## src/rtl/srsg_pkg.sv

```systemverilog
`timescale 1ns / 1ps
// shared types and constants of the ramp step generator
package srsg_pkg;

   localparam int AXES_DEF     = 3;
   localparam int POS_BITS_DEF = 32;
   localparam int NUM_W        = 24;
   localparam int DEN_W        = 16;
   localparam int CNT_W        = 5;

   localparam logic [7:0]  MIN_SPEED_RST = 8'd30;
   localparam logic [7:0]  PEAK_RST      = 8'd140;
   localparam logic [15:0] FULL_RAMP_RST = 16'd1024;

   typedef enum logic [1:0] {
      KIND_TICK,
      KIND_SET,
      KIND_ZERO,
      KIND_SETTLE
   } kind_type;

   typedef enum logic [1:0] {
      CSR_RELATIVE,
      CSR_ENDSTOP,
      CSR_MIN_SPEED,
      CSR_FULL_RAMP
   } csr_index_type;

   typedef enum logic [2:0] {
      ST_IDLE,
      ST_READ,
      ST_CALC,
      ST_DIV_GO,
      ST_DIV_WAIT,
      ST_WRITE,
      ST_FIN_READ,
      ST_FIN_OUT
   } state_type;

   typedef enum logic [1:0] {
      SEG_DOWN,
      SEG_UP,
      SEG_CRUISE
   } seg_type;

   typedef struct packed {
      kind_type           kind;
      logic [1:0]         axis;
      logic signed [31:0] target_steps;
      logic [7:0]         peak_speed;
      logic [2:0]         limit_mask;
      logic               hold;
   } req_type;

   typedef struct packed {
      logic [2:0]         half_step_mask;
      logic [2:0]         direction_mask;
      logic [2:0]         moving_mask;
      logic               accepted;
      logic signed [31:0] axis_position;
   } rsp_type;

   typedef struct packed {
      logic rd_en;
      logic wr_en;
   } mem_ctl_type;

endpackage

```

## src/rtl/srsg_div.sv

```systemverilog
`timescale 1ns / 1ps
// iterative restoring divider, one quotient bit per cycle
module srsg_div
   import srsg_pkg::*;
(
   input  logic             clock,
   input  logic             reset,
   input  logic             start,
   input  logic [NUM_W-1:0] num,
   input  logic [DEN_W-1:0] den,
   output logic             done,
   output logic [NUM_W-1:0] quo
);

   logic             busy_ff;
   logic             done_ff;
   logic [CNT_W-1:0] cnt_ff;
   logic [NUM_W-1:0] quo_ff;
   logic [DEN_W:0]   rem_ff;
   logic [DEN_W-1:0] den_ff;
   logic [DEN_W:0]   rem_sh;
   logic [DEN_W:0]   rem_in;
   logic             bit_in;

   always_comb begin
      rem_sh = {rem_ff[DEN_W-1:0], quo_ff[NUM_W-1]};
      if (rem_sh >= {1'b0, den_ff}) begin
         rem_in = rem_sh - {1'b0, den_ff};
         bit_in = 1'b1;
      end else begin
         rem_in = rem_sh;
         bit_in = 1'b0;
      end
   end

   always_ff @(posedge clock) begin
      if (reset) begin
         busy_ff <= 1'b0;
         done_ff <= 1'b0;
         cnt_ff  <= '0;
      end else begin
         done_ff <= 1'b0;
         if (start) begin
            busy_ff <= 1'b1;
            cnt_ff  <= '0;
         end else if (busy_ff) begin
            cnt_ff <= cnt_ff + 1'b1;
            if (cnt_ff == CNT_W'(NUM_W - 1)) begin
               busy_ff <= 1'b0;
               done_ff <= 1'b1;
            end
         end
      end
   end

   always_ff @(posedge clock) begin
      if (start) begin
         quo_ff <= num;
         rem_ff <= '0;
         den_ff <= den;
      end else if (busy_ff) begin
         quo_ff <= {quo_ff[NUM_W-2:0], bit_in};
         rem_ff <= rem_in;
      end
   end

   assign done = done_ff;
   assign quo  = quo_ff;

endmodule

```

## src/rtl/srsg_mem.sv

```systemverilog
`timescale 1ns / 1ps
// per-axis state memory with registered read and entry valid bits
module srsg_mem
   import srsg_pkg::*;
#(
   parameter int DEPTH = AXES_DEF,
   parameter int AW    = 2,
   parameter int EW    = 3 * POS_BITS_DEF + 24
)(
   input  logic          clock,
   input  logic          reset,
   input  mem_ctl_type   ctl,
   input  logic [AW-1:0] rd_addr,
   input  logic [AW-1:0] wr_addr,
   input  logic [EW-1:0] wr_data,
   output logic [EW-1:0] rd_data
);

   logic [EW-1:0]    mem [DEPTH];
   logic [DEPTH-1:0] vld_ff;
   logic [EW-1:0]    rd_data_ff;
   logic             rd_vld_ff;

   always_ff @(posedge clock) begin
      if (reset) begin
         vld_ff <= '0;
      end else if (ctl.wr_en) begin
         vld_ff[wr_addr] <= 1'b1;
      end
   end

   always_ff @(posedge clock) begin
      if (ctl.wr_en) begin
         mem[wr_addr] <= wr_data;
      end
      if (ctl.rd_en) begin
         rd_data_ff <= mem[rd_addr];
         rd_vld_ff  <= vld_ff[rd_addr];
      end
   end

   assign rd_data = rd_vld_ff ? rd_data_ff : '0;

endmodule

```

## src/rtl/stepper_ramp_step_generator.sv

```systemverilog
`timescale 1ns / 1ps
// Three-axis half-step generator with acceleration ramp, top level.
// req channel: one item per transfer (tick, set target, zero axis, settle here).
// rsp channel: exactly one result per item, in order.
// csr port: plain write of relative mode, endstop, min speed and full ramp length.
// Items are handled one at a time. Per-axis state lives in a small memory with
// a registered read; set target and settle read, modify and write back one entry,
// zero axis writes its entry without reading it, and an out-of-range axis or a
// held set target writes nothing. A tick visits every axis in turn and writes back
// each axis that moves, which uses the serial divider that all axes share; a tick
// blocked by hold or endstop visits no axis and goes straight to its result.
// The result sits in an output register; a new item is taken while it waits.
// When the receiver stalls, the result holds and the block stalls before its
// next result. Reset clears all axis state, registers go to their defaults,
// and items are taken right away.
module stepper_ramp_step_generator
   import srsg_pkg::*;
#(
   parameter int AXES          = AXES_DEF,
   parameter int POSITION_BITS = POS_BITS_DEF
)(
   input  logic        clock,
   input  logic        reset,
   input  logic        req_valid,
   output logic        req_stall,
   input  req_type     req,
   output logic        rsp_valid,
   input  logic        rsp_stall,
   output rsp_type     rsp,
   input  logic        csr_wr_en,
   input  logic [1:0]  csr_index,
   input  logic [15:0] csr_wr_data
);

   localparam int P  = POSITION_BITS;
   localparam int AW = (AXES > 1) ? $clog2(AXES) : 1;
   localparam int EW = 3 * P + 24;

   state_type       state_ff, state_in;
   req_type         req_ff;
   logic            blk_ff;
   logic [AW-1:0]   cur_ff;
   logic [AXES-1:0] dir_ff;
   logic [AXES-1:0] moving_ff;
   logic [AXES-1:0] steps_ff;
   logic [7:0]      peak_ff;
   logic            rel_ff;
   logic            endstop_ff;
   logic [7:0]      min_ff;
   logic [15:0]     full_ff;

   logic [P-1:0]    ent_pos_ff, ent_src_ff, ent_tgt_ff;
   logic [15:0]     ent_ramp_ff;
   logic [7:0]      ent_acc_ff;
   logic            up_ff;
   logic            neg_ff;
   logic [7:0]      base_ff;
   logic [NUM_W-1:0] num_ff;
   logic [DEN_W-1:0] den_ff;

   rsp_type         rsp_ff;
   logic            rsp_valid_ff;

   mem_ctl_type     mctl;
   logic [AW-1:0]   rd_addr;
   logic [EW-1:0]   wr_data;
   logic [EW-1:0]   rd_data;
   logic [P-1:0]    r_pos, r_src, r_tgt;
   logic [15:0]     r_ramp;
   logic [7:0]      r_acc;

   logic            div_start;
   logic            div_done;
   logic [NUM_W-1:0] div_quo;

   logic            accept;
   logic            axis_ok;
   logic            last_axis;

   // tick datapath
   logic signed [P:0] diff, from_d;
   logic [P:0]        dist_m, from_m;
   logic signed [8:0] span;
   logic [8:0]        span_abs;
   seg_type           seg;
   logic [7:0]        mul_a;
   logic [15:0]       mul_b;
   logic [15:0]       full_nz;
   logic signed [25:0] sq, sp;
   logic [7:0]        speed;
   logic [8:0]        acc9;

   // set target datapath
   logic signed [63:0] tsext;
   logic [P-1:0]       t0, tnew;
   logic signed [P:0]  tdiff;
   logic [P:0]         tabs, thalf;
   logic [15:0]        tramp;
   logic               tdir;

   logic signed [63:0] pos_ext;

   assign accept    = req_valid && !req_stall;
   assign req_stall = (state_ff != ST_IDLE);
   assign axis_ok   = (int'(req_ff.axis) < AXES);
   assign last_axis = (cur_ff == AW'(AXES - 1));

   assign {r_pos, r_src, r_tgt, r_ramp, r_acc} = rd_data;
   assign wr_data = {ent_pos_ff, ent_src_ff, ent_tgt_ff, ent_ramp_ff, ent_acc_ff};

   srsg_mem #(.DEPTH(AXES), .AW(AW), .EW(EW)) u_mem (
      .clock   (clock),
      .reset   (reset),
      .ctl     (mctl),
      .rd_addr (rd_addr),
      .wr_addr (cur_ff),
      .wr_data (wr_data),
      .rd_data (rd_data)
   );

   srsg_div u_div (
      .clock (clock),
      .reset (reset),
      .start (div_start),
      .num   (num_ff),
      .den   (den_ff),
      .done  (div_done),
      .quo   (div_quo)
   );

   always_comb begin
      diff     = $signed({r_tgt[P-1], r_tgt}) - $signed({r_pos[P-1], r_pos});
      dist_m   = diff[P] ? (P+1)'(-diff) : diff;
      from_d   = $signed({r_pos[P-1], r_pos}) - $signed({r_src[P-1], r_src});
      from_m   = from_d[P] ? (P+1)'(-from_d) : from_d;
      span     = $signed({1'b0, peak_ff}) - $signed({1'b0, min_ff});
      span_abs = span[8] ? 9'(-span) : span;
      full_nz  = (full_ff == 16'd0) ? 16'd1 : full_ff;
      if (dist_m < (P+1)'(r_ramp)) begin
         seg = SEG_DOWN;
      end else if (from_m < (P+1)'(r_ramp)) begin
         seg = SEG_UP;
      end else begin
         seg = SEG_CRUISE;
      end
      case (seg)
         SEG_DOWN: begin
            mul_a = span_abs[7:0];
            mul_b = dist_m[15:0];
         end
         SEG_UP: begin
            mul_a = span_abs[7:0];
            mul_b = from_m[15:0];
         end
         default: begin
            mul_a = peak_ff;
            mul_b = r_ramp;
         end
      endcase

      sq    = neg_ff ? -$signed({2'b00, div_quo}) : $signed({2'b00, div_quo});
      sp    = $signed({18'd0, base_ff}) + sq;
      if (sp < 0) begin
         speed = 8'd0;
      end else if (sp > 26'sd255) begin
         speed = 8'd255;
      end else begin
         speed = sp[7:0];
      end
      acc9 = {1'b0, ent_acc_ff} + {1'b0, speed};

      tsext = 64'(req_ff.target_steps);
      t0    = tsext[P-1:0];
      tnew  = rel_ff ? (t0 + r_pos) : t0;
      tdir  = $signed(tnew) > $signed(r_pos);
      tdiff = $signed({tnew[P-1], tnew}) - $signed({r_pos[P-1], r_pos});
      tabs  = tdiff[P] ? (P+1)'(-tdiff) : tdiff;
      thalf = tabs >> 1;
      tramp = (thalf < (P+1)'(full_ff)) ? thalf[15:0] : full_ff;

      pos_ext = 64'($signed(r_pos));
   end

   // sequencer
   always_comb begin
      state_in    = state_ff;
      mctl.rd_en  = 1'b0;
      mctl.wr_en  = 1'b0;
      rd_addr     = cur_ff;
      div_start   = 1'b0;
      case (state_ff)
         ST_IDLE: begin
            if (accept) begin
               if (req.kind == KIND_TICK) begin
                  if (req.hold || (endstop_ff && (req.limit_mask != 3'd0))) begin
                     state_in = ST_FIN_READ;
                  end else begin
                     state_in = ST_READ;
                  end
               end else if (int'(req.axis) >= AXES) begin
                  state_in = ST_FIN_READ;
               end else if (req.kind == KIND_SET && req.hold) begin
                  state_in = ST_FIN_READ;
               end else if (req.kind == KIND_ZERO) begin
                  state_in = ST_WRITE;
               end else begin
                  state_in = ST_READ;
               end
            end
         end
         ST_READ: begin
            mctl.rd_en = 1'b1;
            state_in   = ST_CALC;
         end
         ST_CALC: begin
            if (req_ff.kind == KIND_TICK) begin
               if (diff == '0) begin
                  state_in = last_axis ? ST_FIN_READ : ST_READ;
               end else begin
                  state_in = ST_DIV_GO;
               end
            end else begin
               state_in = ST_WRITE;
            end
         end
         ST_DIV_GO: begin
            div_start = 1'b1;
            state_in  = ST_DIV_WAIT;
         end
         ST_DIV_WAIT: begin
            if (div_done) begin
               state_in = ST_WRITE;
            end
         end
         ST_WRITE: begin
            mctl.wr_en = 1'b1;
            if (req_ff.kind == KIND_TICK && !last_axis) begin
               state_in = ST_READ;
            end else begin
               state_in = ST_FIN_READ;
            end
         end
         ST_FIN_READ: begin
            mctl.rd_en = axis_ok;
            rd_addr    = AW'(req_ff.axis);
            state_in   = ST_FIN_OUT;
         end
         ST_FIN_OUT: begin
            if (!rsp_valid_ff || !rsp_stall) begin
               state_in = ST_IDLE;
            end
         end
         default: begin
            state_in = ST_IDLE;
         end
      endcase
   end

   always_ff @(posedge clock) begin
      if (reset) begin
         state_ff <= ST_IDLE;
      end else begin
         state_ff <= state_in;
      end
   end

   // configuration
   always_ff @(posedge clock) begin
      if (reset) begin
         rel_ff     <= 1'b0;
         endstop_ff <= 1'b1;
         min_ff     <= MIN_SPEED_RST;
         full_ff    <= FULL_RAMP_RST;
      end else if (csr_wr_en) begin
         case (csr_index)
            CSR_RELATIVE:  rel_ff     <= csr_wr_data[0];
            CSR_ENDSTOP:   endstop_ff <= csr_wr_data[0];
            CSR_MIN_SPEED: min_ff     <= csr_wr_data[7:0];
            CSR_FULL_RAMP: full_ff    <= csr_wr_data;
            default: begin
            end
         endcase
      end
   end

   // control state
   always_ff @(posedge clock) begin
      if (reset) begin
         dir_ff       <= '0;
         moving_ff    <= '0;
         peak_ff      <= PEAK_RST;
         rsp_valid_ff <= 1'b0;
      end else begin
         if (state_ff == ST_CALC && req_ff.kind == KIND_SET) begin
            dir_ff[cur_ff] <= tdir;
            peak_ff        <= req_ff.peak_speed;
         end
         if (state_ff == ST_WRITE) begin
            moving_ff[cur_ff] <= (ent_tgt_ff != ent_pos_ff);
         end
         if (state_ff == ST_FIN_OUT && (!rsp_valid_ff || !rsp_stall)) begin
            rsp_valid_ff <= 1'b1;
         end else if (!rsp_stall) begin
            rsp_valid_ff <= 1'b0;
         end
      end
   end

   // datapath
   always_ff @(posedge clock) begin
      case (state_ff)
         ST_IDLE: begin
            if (accept) begin
               req_ff      <= req;
               blk_ff      <= endstop_ff && (req.limit_mask != 3'd0);
               steps_ff    <= '0;
               cur_ff      <= (req.kind == KIND_TICK) ? '0 : AW'(req.axis);
               ent_pos_ff  <= '0;
               ent_src_ff  <= '0;
               ent_tgt_ff  <= '0;
               ent_ramp_ff <= '0;
               ent_acc_ff  <= '0;
            end
         end
         ST_CALC: begin
            ent_pos_ff  <= r_pos;
            ent_src_ff  <= r_src;
            ent_tgt_ff  <= r_tgt;
            ent_ramp_ff <= r_ramp;
            ent_acc_ff  <= r_acc;
            up_ff       <= !diff[P];
            num_ff      <= NUM_W'(mul_a * mul_b);
            den_ff      <= (seg == SEG_DOWN) ? r_ramp : full_nz;
            neg_ff      <= (seg != SEG_CRUISE) && span[8];
            base_ff     <= (seg == SEG_CRUISE) ? 8'd0 : min_ff;
            case (req_ff.kind)
               KIND_TICK: begin
                  if (diff == '0 && !last_axis) begin
                     cur_ff <= cur_ff + 1'b1;
                  end
               end
               KIND_SET: begin
                  ent_src_ff  <= r_pos;
                  ent_tgt_ff  <= tnew;
                  ent_ramp_ff <= tramp;
               end
               KIND_SETTLE: begin
                  ent_tgt_ff <= r_pos;
               end
               default: begin
               end
            endcase
         end
         ST_DIV_WAIT: begin
            if (div_done) begin
               ent_acc_ff <= acc9[7:0];
               if (acc9[8]) begin
                  steps_ff[cur_ff] <= 1'b1;
                  ent_pos_ff <= up_ff ? (ent_pos_ff + 1'b1) : (ent_pos_ff - 1'b1);
               end
            end
         end
         ST_WRITE: begin
            if (req_ff.kind == KIND_TICK && !last_axis) begin
               cur_ff <= cur_ff + 1'b1;
            end
         end
         ST_FIN_OUT: begin
            if (!rsp_valid_ff || !rsp_stall) begin
               for (int i = 0; i < 3; i++) begin
                  rsp_ff.half_step_mask[i] <= (i < AXES) ? steps_ff[i] : 1'b0;
                  rsp_ff.direction_mask[i] <= (i < AXES) ? dir_ff[i] : 1'b0;
                  rsp_ff.moving_mask[i]    <= (i < AXES) ? (moving_ff[i] && !blk_ff) : 1'b0;
               end
               rsp_ff.accepted      <= !(req_ff.kind == KIND_SET && req_ff.hold);
               rsp_ff.axis_position <= axis_ok ? pos_ext[31:0] : 32'sd0;
            end
         end
         default: begin
         end
      endcase
   end

   assign rsp_valid = rsp_valid_ff;
   assign rsp       = rsp_ff;

endmodule

```

## config.mk

```make
export PLATFORM = sky130hd
export DESIGN_NAME = stepper_ramp_step_generator
export DESIGN_NICKNAME = d
export VERILOG_FILES = /design/src/rtl/srsg_pkg.sv /design/src/rtl/srsg_div.sv /design/src/rtl/srsg_mem.sv /design/src/rtl/stepper_ramp_step_generator.sv
export SDC_FILE = /design/constraint.sdc
export NUM_CORES = 2
export LEC_CHECK = 0
export ABC_AREA = 1
export BUFFER_PORTS_ARGS = -buffer_cell sky130_fd_sc_hd__buf_2
export CORE_MARGIN = 5
export CORE_UTILIZATION = 30
export DETAILED_ROUTE_END_ITERATION = 8
export GPL_ROUTABILITY_DRIVEN = 0
export PLACE_DENSITY = 0.45
export SLEW_MARGIN = 20
export SYNTH_ARGS = -nofsm -noshare
export SYNTH_HDL_FRONTEND = slang
export SYNTH_HIERARCHICAL = 1
export SYNTH_SLANG_ARGS = --single-unit
```

## constraint.sdc

```tcl
create_clock -name clock -period 14.7 [get_ports clock]
set_input_delay 0.735 -clock clock [delete_from_list [all_inputs] [get_ports clock]]
set_output_delay 0.735 -clock clock [all_outputs]
set_load 0.02 [all_outputs]
```

==> metrics.txt <==
DRC Markers 0; Placed Cells 9714; clk_lat worst skew 0.75 ns; CTS H-tree depth 3; Initial DRT Pass Iterations 6; P_leak 29.9 nW; initial antenna violation count 16; largest net degree at the start of global routing 122; Initial Utilization 30.1%; Mapped Nets 7673; Worst Path Max Fanout 86; I/O Pins 115; PD cells 261 nW/um2; Top FF cell, synth edfxtp_1; Clock Tree Root clkbuf_16; vias in the first global route 45471; CP arrival 12.46 ns; sequential-to-total area share from yosys stat 43.7%; final non-filler cell total 9897; post-synthesis cell area 57100 um2; Post-CTS Setup Bufs 0; hold-fix buffers at CTS 0; die width 446 um; full die area 199000 um2; CTS sink count 854; post-route design area 63400 um2; wire length per cell 20.8 um; Post-CTS Resized 0; Post-synth ARST share 0%; Synth Area per Inst 7.92 um2; total congestion overflow 0; setup_tns 0 ns; Seq cells post-synth 854; global-route usage over all layers 20.3%; library cells used by synthesis 68; max-cap violation count 0; via/cell ratio 4.83; Yosys Warn Count 6; Util after Layout 33.4%; CP endpoint kind register; Startpoint Class register; Worst path max stage delay 0.63 ns; proportion of layout cells with a drive suffix above 1 5.93%; TritonCTS buffer count 98; first-pass GRT wire length 302000 um; share of the synthesized area in the top cell type 41.2%; Tightest Pin Transition 1.12 ns; critical path class register to register; cell taking the most area after synthesis edfxtp_1; Req. time, crit path 15.19 ns; Final Hold Viols 0; Post-DP HPWL 157000 um; clock skew 0.0411 ns; Final #Nets 7763; min cycle time layout 11.97 ns; Finish-stage setup viols 0; VDD IR max 0.135 mV; clock-pin slew on the worst setup and hold paths 0.06 ns; Die Ht 446 um; outcome finished clean; quantity of I/O buffers inserted on ports 114; Max Clk Rate 83.6 MHz; RSZ-0062 raised after global routing false; Syn Inst Count 7213; Final Slew Violations 0; fin crit share 81.4%; Final Hold Slack 0.155 ns; crit-path most repeated cell nand2_1; routed via count 47847; initial DRC count 4063; CTS tree done; dpl ws 2.84 ns; DRT antenna net count 0; Overall Power 16.6 mW; Synth-to-Final Area Change 10.9%; Hold Crit Class input pin to register; number of flops mapped to enable cells by yosys 784; post-route setup slack 2.73 ns; clk buf depth 3; Slowest cell on crit path nand3_4; top post-synthesis cells by area edfxtp_1, nand2_1, inv_1, ha_1, nand3_1; Core Box Area 190000 um2; Placed Instance Area 60300 um2; Commonest cells post-synth nand2_1, inv_1, edfxtp_1; most common cell in the netlist nand2_1; Slew Limit Headroom 24.3%; Routed WL 206000 um; Rows 160
## placed cells by master (no fill, tap or decap), types with 40 or more instances in the layout
master     count
a21oi_1      326
buf_2        114
buf_4         40
clkbuf_16     99
dfxtp_1       70
edfxtp_1     784
fa_1          93
ha_1         296
inv_1       1270
nand2_1     2232
nand3_1      515
nand3b_1      52
nand4_1       55
nor2_1       511
nor3_1        62
o21ai_0      244
xnor2_1       64
xor2_1       141
## worst max-delay path: cells and delay by family (launching register included)
kind,cells,cell delay (ns)
AOI/OAI and AO/OA,13,2.15
xor gates and xnor gates,2,0.39
adders and majority gates,7,3.03
buffers and inverters,10,1.81
DFF,1,0.47
and+or+nand+nor,25,3.71
## final timing paths
kind	start	depth (start not counted)	slack, ns	end
min	req[28]	1	0.15	t0[16]
min reg2reg	den_ff[11]	0	0.41	u_div/den_ff[11]
max	u_mem/rd_vld_ff	57	2.73	num_ff[23]
max reg2reg	u_mem/rd_vld_ff	57	2.73	num_ff[23]
## routing by layer
| layer | routed length, um | up-vias | track usage [%] |
|---|---|---|---|
| met1 | 93200 | 22729 | 27.7 |
| li1 | - | 23338 | - |
| met5 | 22 | - | 0 |
| met4 | 7360 | 4 | 6.95 |
| met2 | 93400 | 1476 | 33.1 |
| met3 | 12200 | 300 | 2.75 |
## kinds of logic after synthesis
kind of cell / Yosys count / share of synthesized area (%)
and+or+nand+nor: 3542 / 25.9
buffers and inverters: 1483 / 10.3
AOI/OAI and AO/OA: 739 / 7.14
xor gates and xnor gates: 206 / 3.19
adders and majority gates: 389 / 9.74
DFF: 854 / 43.7
## state kept, by name, summed over array words and instances (netlist names), 5 cells and up
signal	flops
ent_pos_ff	32
u_div/rem_ff	16
u_div/quo	24
min_ff	8
u_div/cnt_ff	5
ent_tgt_ff	32
req_ff	13
peak_ff	8
u_div/den_ff	16
ent_acc_ff	8
den_ff	16
u_mem/rd_data_ff	120
u_mem/mem	360
num_ff	24
full_ff	16
ent_src_ff	32
base_ff	8
ent_ramp_ff	16
rsp	42
t0	32
## report_power, final
part	switching, mW	internal, mW	total, mW
logic	7.20	3.04	10.2
clock network	1.05	1.31	2.35
registers	0.424	3.54	3.97
total	8.67	7.88	16.6
## final cells by class
type | instances | area, um2
Multi-Input combinational cell | 4876 | 26400
Timing Repair Buffer | 156 | 911
Tap cell | 2511 | 3140
Inverter | 1317 | 4960
Fill cell | 20147 | 126000
Clock buffer | 123 | 2600
Sequential cell | 854 | 24900
Antenna cell | 4 | 10.0
Clock inverter | 56 | 418
(Power assumes the default switching activity.)
